## src/rtl/first_fit_allocator_with_compaction_macros.svh

```systemverilog
// assertion macros for the first-fit allocator
// no dependencies; the asserting module must have clk and arst_n in scope
`ifndef FIRST_FIT_ALLOCATOR_WITH_COMPACTION_MACROS_SVH
`define FIRST_FIT_ALLOCATOR_WITH_COMPACTION_MACROS_SVH
`ifndef SYNTHESIS
`define FFAC_ASSERT(lbl, prop, msg) \
	lbl: assert property (@(posedge clk) disable iff (!arst_n) prop) else $error(msg);
`define FFAC_NEVER(lbl, expr, msg) \
	lbl: assert property (@(posedge clk) disable iff (!arst_n) !(expr)) else $error(msg);
`else
`define FFAC_ASSERT(lbl, prop, msg)
`define FFAC_NEVER(lbl, expr, msg)
`endif
`endif

```

## src/rtl/ffac_pkg.sv

```systemverilog
// shared constants, codes and the result struct of the first-fit allocator
// no dependencies
package ffac_pkg;

	localparam int MEM_CELLS_DEF   = 128;
	localparam int HANDLE_BITS_DEF = 16;
	localparam logic [7:0] MEMSIZE_RST = 8'd128;

	localparam logic [1:0] CMD_ALLOC  = 2'd0;
	localparam logic [1:0] CMD_ERASE  = 2'd1;
	localparam logic [1:0] CMD_DEFRAG = 2'd2;

	localparam logic [1:0] ST_GRANT   = 2'd0;
	localparam logic [1:0] ST_NULL    = 2'd1;
	localparam logic [1:0] ST_ILLEGAL = 2'd2;

	typedef struct packed {
		logic        strobe;
		logic [1:0]  status;
		logic [15:0] handle;
	} res_t;

endpackage

```

## src/rtl/ffac_ram.sv

```systemverilog
// owner table storage: one write port, one read port with registered data
// depends on nothing
module ffac_ram #(
	parameter int DEPTH = 128,
	parameter int WIDTH = 16,
	parameter int AW    = 7
) (
	input  logic             clk,
	input  logic             we,
	input  logic [AW-1:0]    waddr,
	input  logic [WIDTH-1:0] wdata,
	input  logic             re,
	input  logic [AW-1:0]    raddr,
	output logic [WIDTH-1:0] rdata
);

	logic [WIDTH-1:0] mem [DEPTH];

	always_ff @(posedge clk) begin
		if (we) begin
			mem[waddr] <= wdata;
		end
	end

	always_ff @(posedge clk) begin
		if (re) begin
			rdata <= mem[raddr];
		end
	end

endmodule

```

## src/rtl/ffac_ctrl.sv

```systemverilog
// command sequencer: clearing pass, table scans, block fill and compaction
// depends on ffac_pkg; drives the ports of ffac_ram
module ffac_ctrl #(
	parameter int MEM_CELLS   = ffac_pkg::MEM_CELLS_DEF,
	parameter int HANDLE_BITS = ffac_pkg::HANDLE_BITS_DEF,
	parameter int AW          = 7,
	parameter int CNT_W       = 8
) (
	input  logic                   clk,
	input  logic                   arst_n,
	input  logic                   start,
	input  logic [1:0]             cmd,
	input  logic [15:0]            value,
	input  logic [CNT_W-1:0]       usable,
	output logic                   busy,
	output ffac_pkg::res_t         res,
	output logic                   mem_we,
	output logic [AW-1:0]          mem_waddr,
	output logic [HANDLE_BITS-1:0] mem_wdata,
	output logic                   mem_re,
	output logic [AW-1:0]          mem_raddr,
	input  logic [HANDLE_BITS-1:0] mem_rdata
);
	import ffac_pkg::*;

	localparam logic [2:0] S_CLR   = 3'd0;
	localparam logic [2:0] S_IDLE  = 3'd1;
	localparam logic [2:0] S_SCAN  = 3'd2;
	localparam logic [2:0] S_AFILL = 3'd3;
	localparam logic [2:0] S_DFILL = 3'd4;

	localparam int CMP_W = (HANDLE_BITS > 16) ? HANDLE_BITS : 16;
	localparam int LEN_W = (CNT_W > 16) ? CNT_W : 16;
	localparam logic [CNT_W-1:0] LAST = CNT_W'(MEM_CELLS - 1);
	localparam logic [CNT_W-1:0] FULL = CNT_W'(MEM_CELLS);

	logic [2:0]             state_q;
	logic [1:0]             op_q;
	logic [15:0]            arg_q;
	logic [CNT_W-1:0]       idx_q;
	logic [CNT_W-1:0]       end_q;
	logic [CNT_W-1:0]       run_q;
	logic [CNT_W-1:0]       ptr_q;
	logic [AW-1:0]          fill_end_q;
	logic                   found_q;
	logic [HANDLE_BITS-1:0] nh_q;
	logic                   vld_s1;
	logic [AW-1:0]          addr_s1;
	res_t                   res_q;

	logic             issue;
	logic             cell_free;
	logic [CNT_W-1:0] run_inc;
	logic             len_hit;
	logic             h_hit;
	logic             fill_go;

	assign busy      = (state_q != S_IDLE);
	assign res       = res_q;
	assign issue     = (state_q == S_SCAN) && (idx_q != end_q);
	assign mem_re    = issue;
	assign mem_raddr = idx_q[AW-1:0];
	assign cell_free = (mem_rdata == '0);
	assign run_inc   = run_q + CNT_W'(1);
	assign len_hit   = (LEN_W'(run_inc) == LEN_W'(arg_q));
	assign h_hit     = (CMP_W'(mem_rdata) == CMP_W'(arg_q));
	// free run long enough: stop the scan and fill the block
	assign fill_go   = vld_s1 && (op_q == CMD_ALLOC) && cell_free && len_hit;

	// write port: clear, erase hit, compaction move, block fill, tail clear
	always_comb begin
		mem_we    = 1'b0;
		mem_waddr = ptr_q[AW-1:0];
		mem_wdata = '0;
		unique case (state_q)
			S_CLR: begin
				mem_we = 1'b1;
			end
			S_SCAN: begin
				if (vld_s1 && op_q == CMD_ERASE && h_hit) begin
					mem_we    = 1'b1;
					mem_waddr = addr_s1;
				end else if (vld_s1 && op_q == CMD_DEFRAG && !cell_free) begin
					mem_we    = 1'b1;
					mem_wdata = mem_rdata;
				end
			end
			S_AFILL: begin
				mem_we    = 1'b1;
				mem_wdata = nh_q;
			end
			S_DFILL: begin
				mem_we = 1'b1;
			end
			default: begin
				mem_we = 1'b0;
			end
		endcase
	end

	always_ff @(posedge clk or negedge arst_n) begin
		res_t res_n;
		if (!arst_n) begin
			state_q <= S_CLR;
			ptr_q   <= '0;
			vld_s1  <= 1'b0;
			nh_q    <= HANDLE_BITS'(1);
			res_q   <= '0;
			found_q <= 1'b0;
			idx_q   <= '0;
			end_q   <= '0;
			run_q   <= '0;
			op_q    <= CMD_ALLOC;
		end else begin
			res_n = '0;
			unique case (state_q)
				S_CLR: begin
					ptr_q <= ptr_q + CNT_W'(1);
					if (ptr_q == LAST) begin
						state_q <= S_IDLE;
					end
				end
				S_IDLE: begin
					if (start) begin
						op_q    <= cmd;
						arg_q   <= value;
						idx_q   <= '0;
						vld_s1  <= 1'b0;
						run_q   <= '0;
						found_q <= 1'b0;
						ptr_q   <= '0;
						case (cmd)
							CMD_ALLOC: begin
								if (value == '0 || nh_q == '0 || usable == '0) begin
									res_n = '{strobe: 1'b1, status: ST_NULL, handle: '0};
								end else begin
									end_q   <= usable;
									state_q <= S_SCAN;
								end
							end
							CMD_ERASE: begin
								if (value == '0) begin
									res_n = '{strobe: 1'b1, status: ST_ILLEGAL, handle: '0};
								end else begin
									end_q   <= FULL;
									state_q <= S_SCAN;
								end
							end
							CMD_DEFRAG: begin
								end_q   <= FULL;
								state_q <= S_SCAN;
							end
							default: begin
								state_q <= S_IDLE;
							end
						endcase
					end
				end
				S_SCAN: begin
					// one read issued per cycle, its data judged the cycle after
					if (issue) begin
						idx_q   <= idx_q + CNT_W'(1);
						addr_s1 <= idx_q[AW-1:0];
					end
					vld_s1 <= issue && !fill_go;
					if (vld_s1) begin
						case (op_q)
							CMD_ALLOC: begin
								if (!cell_free) begin
									run_q <= '0;
								end else if (len_hit) begin
									ptr_q      <= CNT_W'(addr_s1) - run_q;
									fill_end_q <= addr_s1;
									state_q    <= S_AFILL;
								end else begin
									run_q <= run_inc;
								end
							end
							CMD_ERASE: begin
								if (h_hit) begin
									found_q <= 1'b1;
								end
							end
							default: begin
								if (!cell_free) begin
									ptr_q <= ptr_q + CNT_W'(1);
								end
							end
						endcase
					end else if (!issue) begin
						case (op_q)
							CMD_ALLOC: begin
								res_n = '{strobe: 1'b1, status: ST_NULL, handle: '0};
								state_q <= S_IDLE;
							end
							CMD_ERASE: begin
								if (!found_q) begin
									res_n = '{strobe: 1'b1, status: ST_ILLEGAL, handle: '0};
								end
								state_q <= S_IDLE;
							end
							default: begin
								state_q <= (ptr_q == FULL) ? S_IDLE : S_DFILL;
							end
						endcase
					end
				end
				S_AFILL: begin
					ptr_q <= ptr_q + CNT_W'(1);
					if (ptr_q[AW-1:0] == fill_end_q) begin
						res_n = '{strobe: 1'b1, status: ST_GRANT, handle: 16'(nh_q)};
						nh_q    <= nh_q + HANDLE_BITS'(1);
						state_q <= S_IDLE;
					end
				end
				S_DFILL: begin
					ptr_q <= ptr_q + CNT_W'(1);
					if (ptr_q == LAST) begin
						state_q <= S_IDLE;
					end
				end
				default: begin
					state_q <= S_IDLE;
				end
			endcase
			res_q <= res_n;
		end
	end

endmodule

```

## src/rtl/first_fit_allocator_with_compaction.sv

```systemverilog
// top level of the first-fit allocator with compaction
// depends on ffac_pkg, ffac_ctrl, ffac_ram and the assertion macro header
`include "first_fit_allocator_with_compaction_macros.svh"

// first-fit allocator over a table of MEM_CELLS owner entries held in one
// synchronous ram; each alloc, erase or defragment walks the table one cell
// per cycle through the ram's single read port, so the read port sets the rate.
// after reset a clearing pass writes MEM_CELLS zero entries with busy high;
// configuration writes are taken during it.
// what each item does, from acceptance to busy low:
//   alloc granted: scans the usable cells for the first free run of the
//     requested length, then fills that run with the next handle
//   alloc failed: scans the whole usable range (no scan when len is zero, the
//     handle counter is spent or no cell is usable)
//   erase: scans the whole table (no scan for handle zero)
//   defragment: scans the whole table, then clears the freed cells at the top
//   cmd 3: accepted and dropped, busy stays low
// a result sits on status/handle for one cycle, marked by done; the receiver
// cannot stall it, and a granted erase or a defragment gives no result
module first_fit_allocator_with_compaction #(
	parameter int MEM_CELLS   = ffac_pkg::MEM_CELLS_DEF,
	parameter int HANDLE_BITS = ffac_pkg::HANDLE_BITS_DEF
) (
	input  logic        clk,
	input  logic        arst_n,
	// command item
	input  logic        start,
	output logic        busy,
	input  logic [1:0]  cmd,
	input  logic [15:0] value,
	// result item
	output logic        done,
	output logic [1:0]  status,
	output logic [15:0] handle,
	// memory_size register write
	input  logic        cfg_valid,
	output logic        cfg_ready,
	input  logic [7:0]  cfg_data
);
	import ffac_pkg::*;

	localparam int AW    = (MEM_CELLS > 1) ? $clog2(MEM_CELLS) : 1;
	localparam int CNT_W = $clog2(MEM_CELLS + 1);
	localparam int LIM_W = (CNT_W > 8) ? CNT_W : 8;

	logic [7:0]             memsize_q;
	logic [LIM_W-1:0]       ms_ext;
	logic [CNT_W-1:0]       usable;
	res_t                   res;
	logic                   mem_we;
	logic [AW-1:0]          mem_waddr;
	logic [HANDLE_BITS-1:0] mem_wdata;
	logic                   mem_re;
	logic [AW-1:0]          mem_raddr;
	logic [HANDLE_BITS-1:0] mem_rdata;

	// register accepts any time; it is to be written only while the block is idle, which the block does not enforce
	assign cfg_ready = 1'b1;

	always_ff @(posedge clk or negedge arst_n) begin
		if (!arst_n) begin
			memsize_q <= MEMSIZE_RST;
		end else if (cfg_valid && cfg_ready) begin
			memsize_q <= cfg_data;
		end
	end

	// cells an alloc may search: memory_size capped at the table depth
	assign ms_ext = LIM_W'(memsize_q);
	assign usable = (ms_ext < LIM_W'(MEM_CELLS)) ? CNT_W'(ms_ext) : CNT_W'(MEM_CELLS);

	ffac_ctrl #(
		.MEM_CELLS   (MEM_CELLS),
		.HANDLE_BITS (HANDLE_BITS),
		.AW          (AW),
		.CNT_W       (CNT_W)
	) u_ctrl (
		.clk       (clk),
		.arst_n    (arst_n),
		.start     (start),
		.cmd       (cmd),
		.value     (value),
		.usable    (usable),
		.busy      (busy),
		.res       (res),
		.mem_we    (mem_we),
		.mem_waddr (mem_waddr),
		.mem_wdata (mem_wdata),
		.mem_re    (mem_re),
		.mem_raddr (mem_raddr),
		.mem_rdata (mem_rdata)
	);

	// owner table, one handle per cell, 0 when free
	ffac_ram #(
		.DEPTH (MEM_CELLS),
		.WIDTH (HANDLE_BITS),
		.AW    (AW)
	) u_ram (
		.clk   (clk),
		.we    (mem_we),
		.waddr (mem_waddr),
		.wdata (mem_wdata),
		.re    (mem_re),
		.raddr (mem_raddr),
		.rdata (mem_rdata)
	);

	assign done   = res.strobe;
	assign status = res.status;
	assign handle = res.handle;

	// a result follows either an accepted item or a running command
	`FFAC_ASSERT(a_done_cause, done |-> ($past(start && !busy) || $past(busy)), "stray result")
	// failures and illegal erases report handle zero
	`FFAC_ASSERT(a_fail_handle, (done && status != ST_GRANT) |-> (handle == '0), "bad fail handle")
	// busy only rises after an accepted item
	`FFAC_ASSERT(a_busy_rise, $rose(busy) |-> $past(start), "busy without item")
	// no result while a command is still walking the table
	`FFAC_NEVER(a_done_busy, done && busy, "result during command")

endmodule

```

## config.mk

```make
export PLATFORM = sky130hd
export DESIGN_NAME = first_fit_allocator_with_compaction
export DESIGN_NICKNAME = d
export VERILOG_FILES = /design/src/rtl/ffac_pkg.sv /design/src/rtl/ffac_ram.sv /design/src/rtl/ffac_ctrl.sv /design/src/rtl/first_fit_allocator_with_compaction.sv
export VERILOG_INCLUDE_DIRS = /design/src /design/src/rtl
export SDC_FILE = /design/constraint.sdc
export NUM_CORES = 2
export LEC_CHECK = 0
export BUFFER_PORTS_ARGS = -buffer_cell sky130_fd_sc_hd__buf_2
export CORE_MARGIN = 8
export CORE_UTILIZATION = 55
export CTS_BUF_LIST = sky130_fd_sc_hd__clkbuf_2 sky130_fd_sc_hd__clkbuf_4 sky130_fd_sc_hd__clkbuf_8
export DETAILED_ROUTE_END_ITERATION = 12
export HOLD_SLACK_MARGIN = 0.15
export PLACE_DENSITY_LB_ADDON = 0.12
export SKIP_LAST_GASP = 1
export SLEW_MARGIN = 25
export SYNTH_ARGS = -nofsm -noshare
export SYNTH_HDL_FRONTEND = slang
export SYNTH_SLANG_ARGS = --single-unit
```

## constraint.sdc

```tcl
create_clock -name clk -period 4.8 [get_ports clk]
set_input_delay 1.44 -clock clk [delete_from_list [all_inputs] [get_ports clk]]
set_output_delay 1.44 -clock clk [all_outputs]
set_load 0.02 [all_outputs]
```

# ---- Word-level counts from Yosys, hierarchy flattened
# Memories as Yosys holds them, arrays and structs flattened. A register that Yosys moved wholly into a read port is not among the register bits.
# Cells that the tools add are included.
dict set report totals {
  ram_bits 2048
  in_bits 30
  word_cells 155
  register_bits 112
  mem_count 1
  out_inout_bits 21
}
# name words width rd rd_clocked_by_memory_dff write_ports line
set memory_table {}
lappend memory_table {u_ram.mem 128 16 1 1 1 ffac_ram.sv:17} ;# logic [WIDTH-1:0] mem [DEPTH];
dict set report classes {
  n_addsub 5
  n_lt_le_gt_ge 1
  eq_ne 36
  n_mux 58
  reduce_logical 38
}
# cell n
set op_table {}
lappend op_table {{$mux 19} 7}
lappend op_table {{$mux 8} 13}
lappend op_table {{$pmux 19 s2} 2}
lappend op_table {{$pmux 19 s3} 1}
lappend op_table {{$logic_not 16->1} 3}
lappend op_table {{$pmux 8 s2} 3}
lappend op_table {{$pmux 8 s3} 2}
lappend op_table {{$mux 3} 12}
lappend op_table {{$mux 16} 2}
lappend op_table {{$pmux 16 s2} 1}
lappend op_table {{$add 8x1->8 const B} 3}
lappend op_table {{$ne 3x3->1 const B} 7}
lappend op_table {{$add 16x1->16 const B} 1}
lappend op_table {{$eq 16x16->1} 1}
lappend op_table {{$eq 8x16->1} 1}
lappend op_table {{$reduce_and 5->1} 3}
lappend op_table {{$mux 7} 2}
lappend op_table {{$ne 2x2->1 const B} 6}
lappend op_table {{$pmux 3 s4} 1}
lappend op_table {{$ne 2x1->1 const B} 5}
lappend op_table {{$logic_and 1x1->1} 9}
lappend op_table {{$ne 3x2->1 const B} 3}
lappend op_table {{$pmux 3 s3} 1}
lappend op_table {{$reduce_and 3->1} 3}
lappend op_table {{other kinds (27)} 46}

# ---- Longest topological paths before layout
dict set report depth {
  ltp_word 8
  depth_mapped 11
  ltp_nobuf 10
}

# ---- Cells and area by module
# A second synthesis with hierarchy kept.
dict set report unflattened {
  cells_unflattened 3699
  area_unflattened_um2 85040.3
}
# module instances seq_area_each_um2 area_per_inst_um2 cells_each
set modules_own_cells {}
lappend modules_own_cells {ffac_ram 1 61979.4 78683.0 3086}
lappend modules_own_cells {ffac_ctrl 1 2753.9 5969.5 587}
lappend modules_own_cells {first_fit_allocator_with_compaction 1 201.4 387.9 26}

# ---- Worst setup path after synthesis
# OpenSTA, ideal clock, no wires.
dict set report synth_path {
  path_kind {reg-to-reg}
  startpoint {register u_ctrl.state_q[0]}
  endpoint {memory u_ram.mem[0][7], data pin}
  t_arrival_ns 3.293
  path_buffers 2
  stages_incl_launch_ff 6
  setup_ns 0.532
  t_required_ns 4.268
  path_slack_ns 0.975
  period_less_slack_ns 3.825
  cell_sequence {dfrtp_1 > clkbuf_1 > nand4bb_1 > nor3_1 > clkbuf_1 > a22o_1}
}
dict set report synth_between {
  elab_chain_cells 2
  word_cells_on_any_way 3
  classes_between {2 x eq/ne; 1 x mux}
}
# element line
set synth_lines {}
lappend synth_lines {{from (decl)} ffac_ctrl.sv:37} ;# logic [2:0] state_q;
lappend synth_lines {{from (signal assigned)} ffac_ctrl.sv:203} ;# state_q <= (ptr_q == FULL) ? S_IDLE : S_DFILL;
lappend synth_lines {{$eq 3x2->1} ffac_ctrl.sv:75} ;# unique case (state_q)
lappend synth_lines {{$pmux 16 s2 (*)} ffac_ctrl.sv:75}
lappend synth_lines {{via mem_wdata[7]} first_fit_allocator_with_compaction.sv:52} ;# logic [HANDLE_BITS-1:0] mem_wdata;
lappend synth_lines {{to (decl)} ffac_ram.sv:17}
# Mark *: on every way through the listed nets, which the timed path passes. The rest lies on a longest branch.

# ---- Worst setup path in the final report
dict set report layout_path {
  startpoint {register u_ctrl.state_q[1]}
  endpoint {memory u_ram.mem[83][9] (enable)}
}
dict set report layout_between {
  elab_chain_cells 5
  word_cells_on_any_way 9
  classes_between {3 x eq/ne; 4 x mux; 2 x reduce/logical}
}
# element line
set layout_lines {}
lappend layout_lines {{$eq 3x2->1, or another cell as far along} ffac_ctrl.sv:75}
lappend layout_lines {{$reduce_or 3->1 (no source line)} -}
lappend layout_lines {{$pmux 1 s2} ffac_ctrl.sv:75}
lappend layout_lines {{$mux 1} ffac_ram.sv:20} ;# if (we) begin
lappend layout_lines {{$mux 1 (not written as such)} ffac_ram.sv:21} ;# mem[waddr] <= wdata;
# Several ways; a longest one is shown, not always the timed one.

==> metrics.cfg <==
[floorplan]
dieArea_um2=168000
ios=51
start_util=0.554
core-area_um2=154000
die_y_um=410
rows=144
fp.dieW_um=410

[place]
place_inst=6074
dpl_cell_area_um2=89800
hpwl_mm=137
place.gp.congestion=0.907
io_buffers=49

[timing]
rsz0062_at_grt=no
holdWs_ns=0.316
fin_crit_sh=0.870
clock-skew-final_ns=0.0677
slew_headroom=0.253
layout_min_cycle_time_ns=4.18
tightest_slew_ns=1.12
fmax_mhz=239
setup_tns_ns=0
slew_viol_final=0
hold_violations=0
setup_viol_count_final=0

[clock_tree]
clockBufferDepth=4
post_cts_resized=0
cts_setup_buffers=0
cts.htree.levels=5
path_clk_slew_ns=0.06
clk_latency_ns=1.03
numCtsBuffers=356
cts_tree=yes
root_buffer=clkbuf_8
cts.sinks=2176
ctsHoldBuffers=0

[cells_and_area]
stdcell_count=6689
mostFrequentLayoutCells=edfxtp_1 (2094), mux4_2 (594), clkbuf_8 (371)
fillCellCount=10700
drive_above_1_share=0.333
syn2layout_area_growth_pct=13.0
final_area_um2=96500
final_common_cell=edfxtp_1
nets=4435

[setup_path]
reg2reg_to=u_ram.mem[83][9]
cpMostUsedCell=buf_4
cp_num_buf_inv=2
crit_fanout=20
slowest_stage=nor2_2
endpoint=u_ram.mem[83][9]
crit_start=u_ctrl.state_q[1]
end_kind=flop
r2r_cells=8
worstSetupPathType=reg -> reg
crit_path_start_kind=flop
cp_slowest_stage_delay_ns=0.82
timing.rr.start=u_ctrl.state_q[1]
worst-r2r-setup-slack_ns=0.62
crit_family=simple AND/OR/NAND/NOR gates
path_cells=nand4bb_1, nor3_1, nand4_1, nor2_4, buf_4, mux2i_1, buf_4, nor2_2
worst-path-stages=8
cp_data_arrival_time_ns=4.74
crit_required_ns=5.37

[global_routing]
grt_pass1_vias=43000
grt_pass1_wl_mm=318
gr-total-overflow=0
grt_max_degree=82
antenna_found_initial=7
gr-usage-all-layers=0.263

[yosys]
yosys.area.top_type_share=0.736
synthArstFlopShare=0.0377
ys_seq_elements=2176
synth_area_um2=85400
synth_edf_count=2094
synth_warnings=0
synth_nets=4002
synth_area_per_cell_um2=21.6
ys.flop_type=edfxtp_1
synth_cell_types=83
synthCells=3955
synth_top_area_cell=edfxtp_1
yosysSeqAreaShare=0.760
synth_top_cells_by_area=edfxtp_1 (74%), mux4_2 (16%), dfrtp_1 (2.3%)

[drt]
ant_nets=0
drc_errors=0
vias_per_cell=6.53
via_count=43700
drt_iter0_markers=5935
post_drt_wl_per_cell_um=33.3
drt-total-wl_mm=223
firstDrtPassIters=6

[min_path]
hold_class=in -> async

[power_and_ir_drop]
switching_power_mw=11.3
clockPowerShare=0.353
p_per_area_nw_per_um2=449
power_frac_seq=0.497
p_leak_nw=34.0
p_comb_frac=0.151
p_sw_frac=0.260
power.internal_mw=32.0
irDropWorstVdd_mv=0.295

[flow_run]
max_cap_violations=0

[status]
outcome=finished, final reports clean

how the worst min path moves through the flow:
stage                     slack (ns)                 to       startpoint
after floorplan                 0.42  u_ctrl.addr_s1[2]  u_ctrl.idx_q[2]
after global placement          0.53       memsize_q[5]     memsize_q[5]
after detailed placement        0.53       memsize_q[3]     memsize_q[3]
after CTS                       0.22    u_ctrl.idx_q[1]           arst_n
after global routing            0.26    u_ctrl.idx_q[1]           arst_n
final                           0.32    u_ctrl.idx_q[2]           arst_n
flip-flops by register name, indices dropped and copies added, names as in the netlist, 16 cells and up:
name	count
u_ctrl.nh_q	16
u_ctrl.res	19
u_ram.rdata	16
u_ctrl.arg_q	16
u_ram.mem	2048
layer usage:
layer	global-route usage	up-vias	part of all wire	routed length [um]
met1	0.392	23300	0.41	91400
met2	0.395	2465	0.46	102000
met3	0.0628	413	0.10	22900
li1	-	17500	-	-
met5	0	-	0.00015	34
met4	0.0758	4	0.029	6490
power by group through the flow:
stage	registers (mW)	clock network (mW)	logic (mW)
4_1_cts	21.5	15.5	6.54
5_1_grt	21.5	16.3	6.87
3_5_place_dp	21.9	0	6.52
6_report	21.5	15.3	6.53
2_1_floorplan	21.6	0	4.25
3_3_place_gp	21.9	0	6.49
cells by family (layout without fill, tap and decap cells):
kind of cell,after synthesis,after routing,share of synthesized area
compound gates,273,273,0.0229
buf+inv,244,930,0.0134
mux,665,665,0.165
flops,2176,2176,0.760
other cells,1,5,0.0000439
simple gates,518,518,0.0294
fa+ha+maj,17,17,0.00258
xor+xnor,61,61,0.00626
final cells by class:
type                    count  area [um2]  area share
repair buffers            286        2380      0.0247
inverters                  33         124     0.00128
diodes                      4        10.0    0.000104
well taps                2044        2560      0.0265
clock inverters           145         771     0.00799
clock buffers             466        5820      0.0603
multi-input cells        1535       19900       0.206
flip-flops and latches   2176       65000       0.673
cells in the mapped netlist, types with 29 or more instances:
cell type	count
edfxtp_1	2094
mux4_2	594
nor2_1	197
clkbuf_1	96
dfrtp_1	80
nand2_1	68
buf_2	67
nor3_1	59
mux2i_1	56
o21ai_0	43
a21oi_1	42
nand3_1	39
a22oi_1	33
inv_1	31
xor2_1	31
xnor2_1	30
a22o_1	29
per-stage QoR:
stage | setup WS (ns) | utilization | power [mW]
after floorplan | 0.975 | - | 25.9
after global placement | 0.634 | 0.582 | 28.4
after detailed placement | 0.525 | 0.582 | 28.4
after CTS | 0.501 | 0.625 | 43.6
after global routing | 0.469 | 0.626 | 44.7
final | 0.622 | 0.626 | 43.3
No activity file was read; power rests on OpenSTA's default activity.
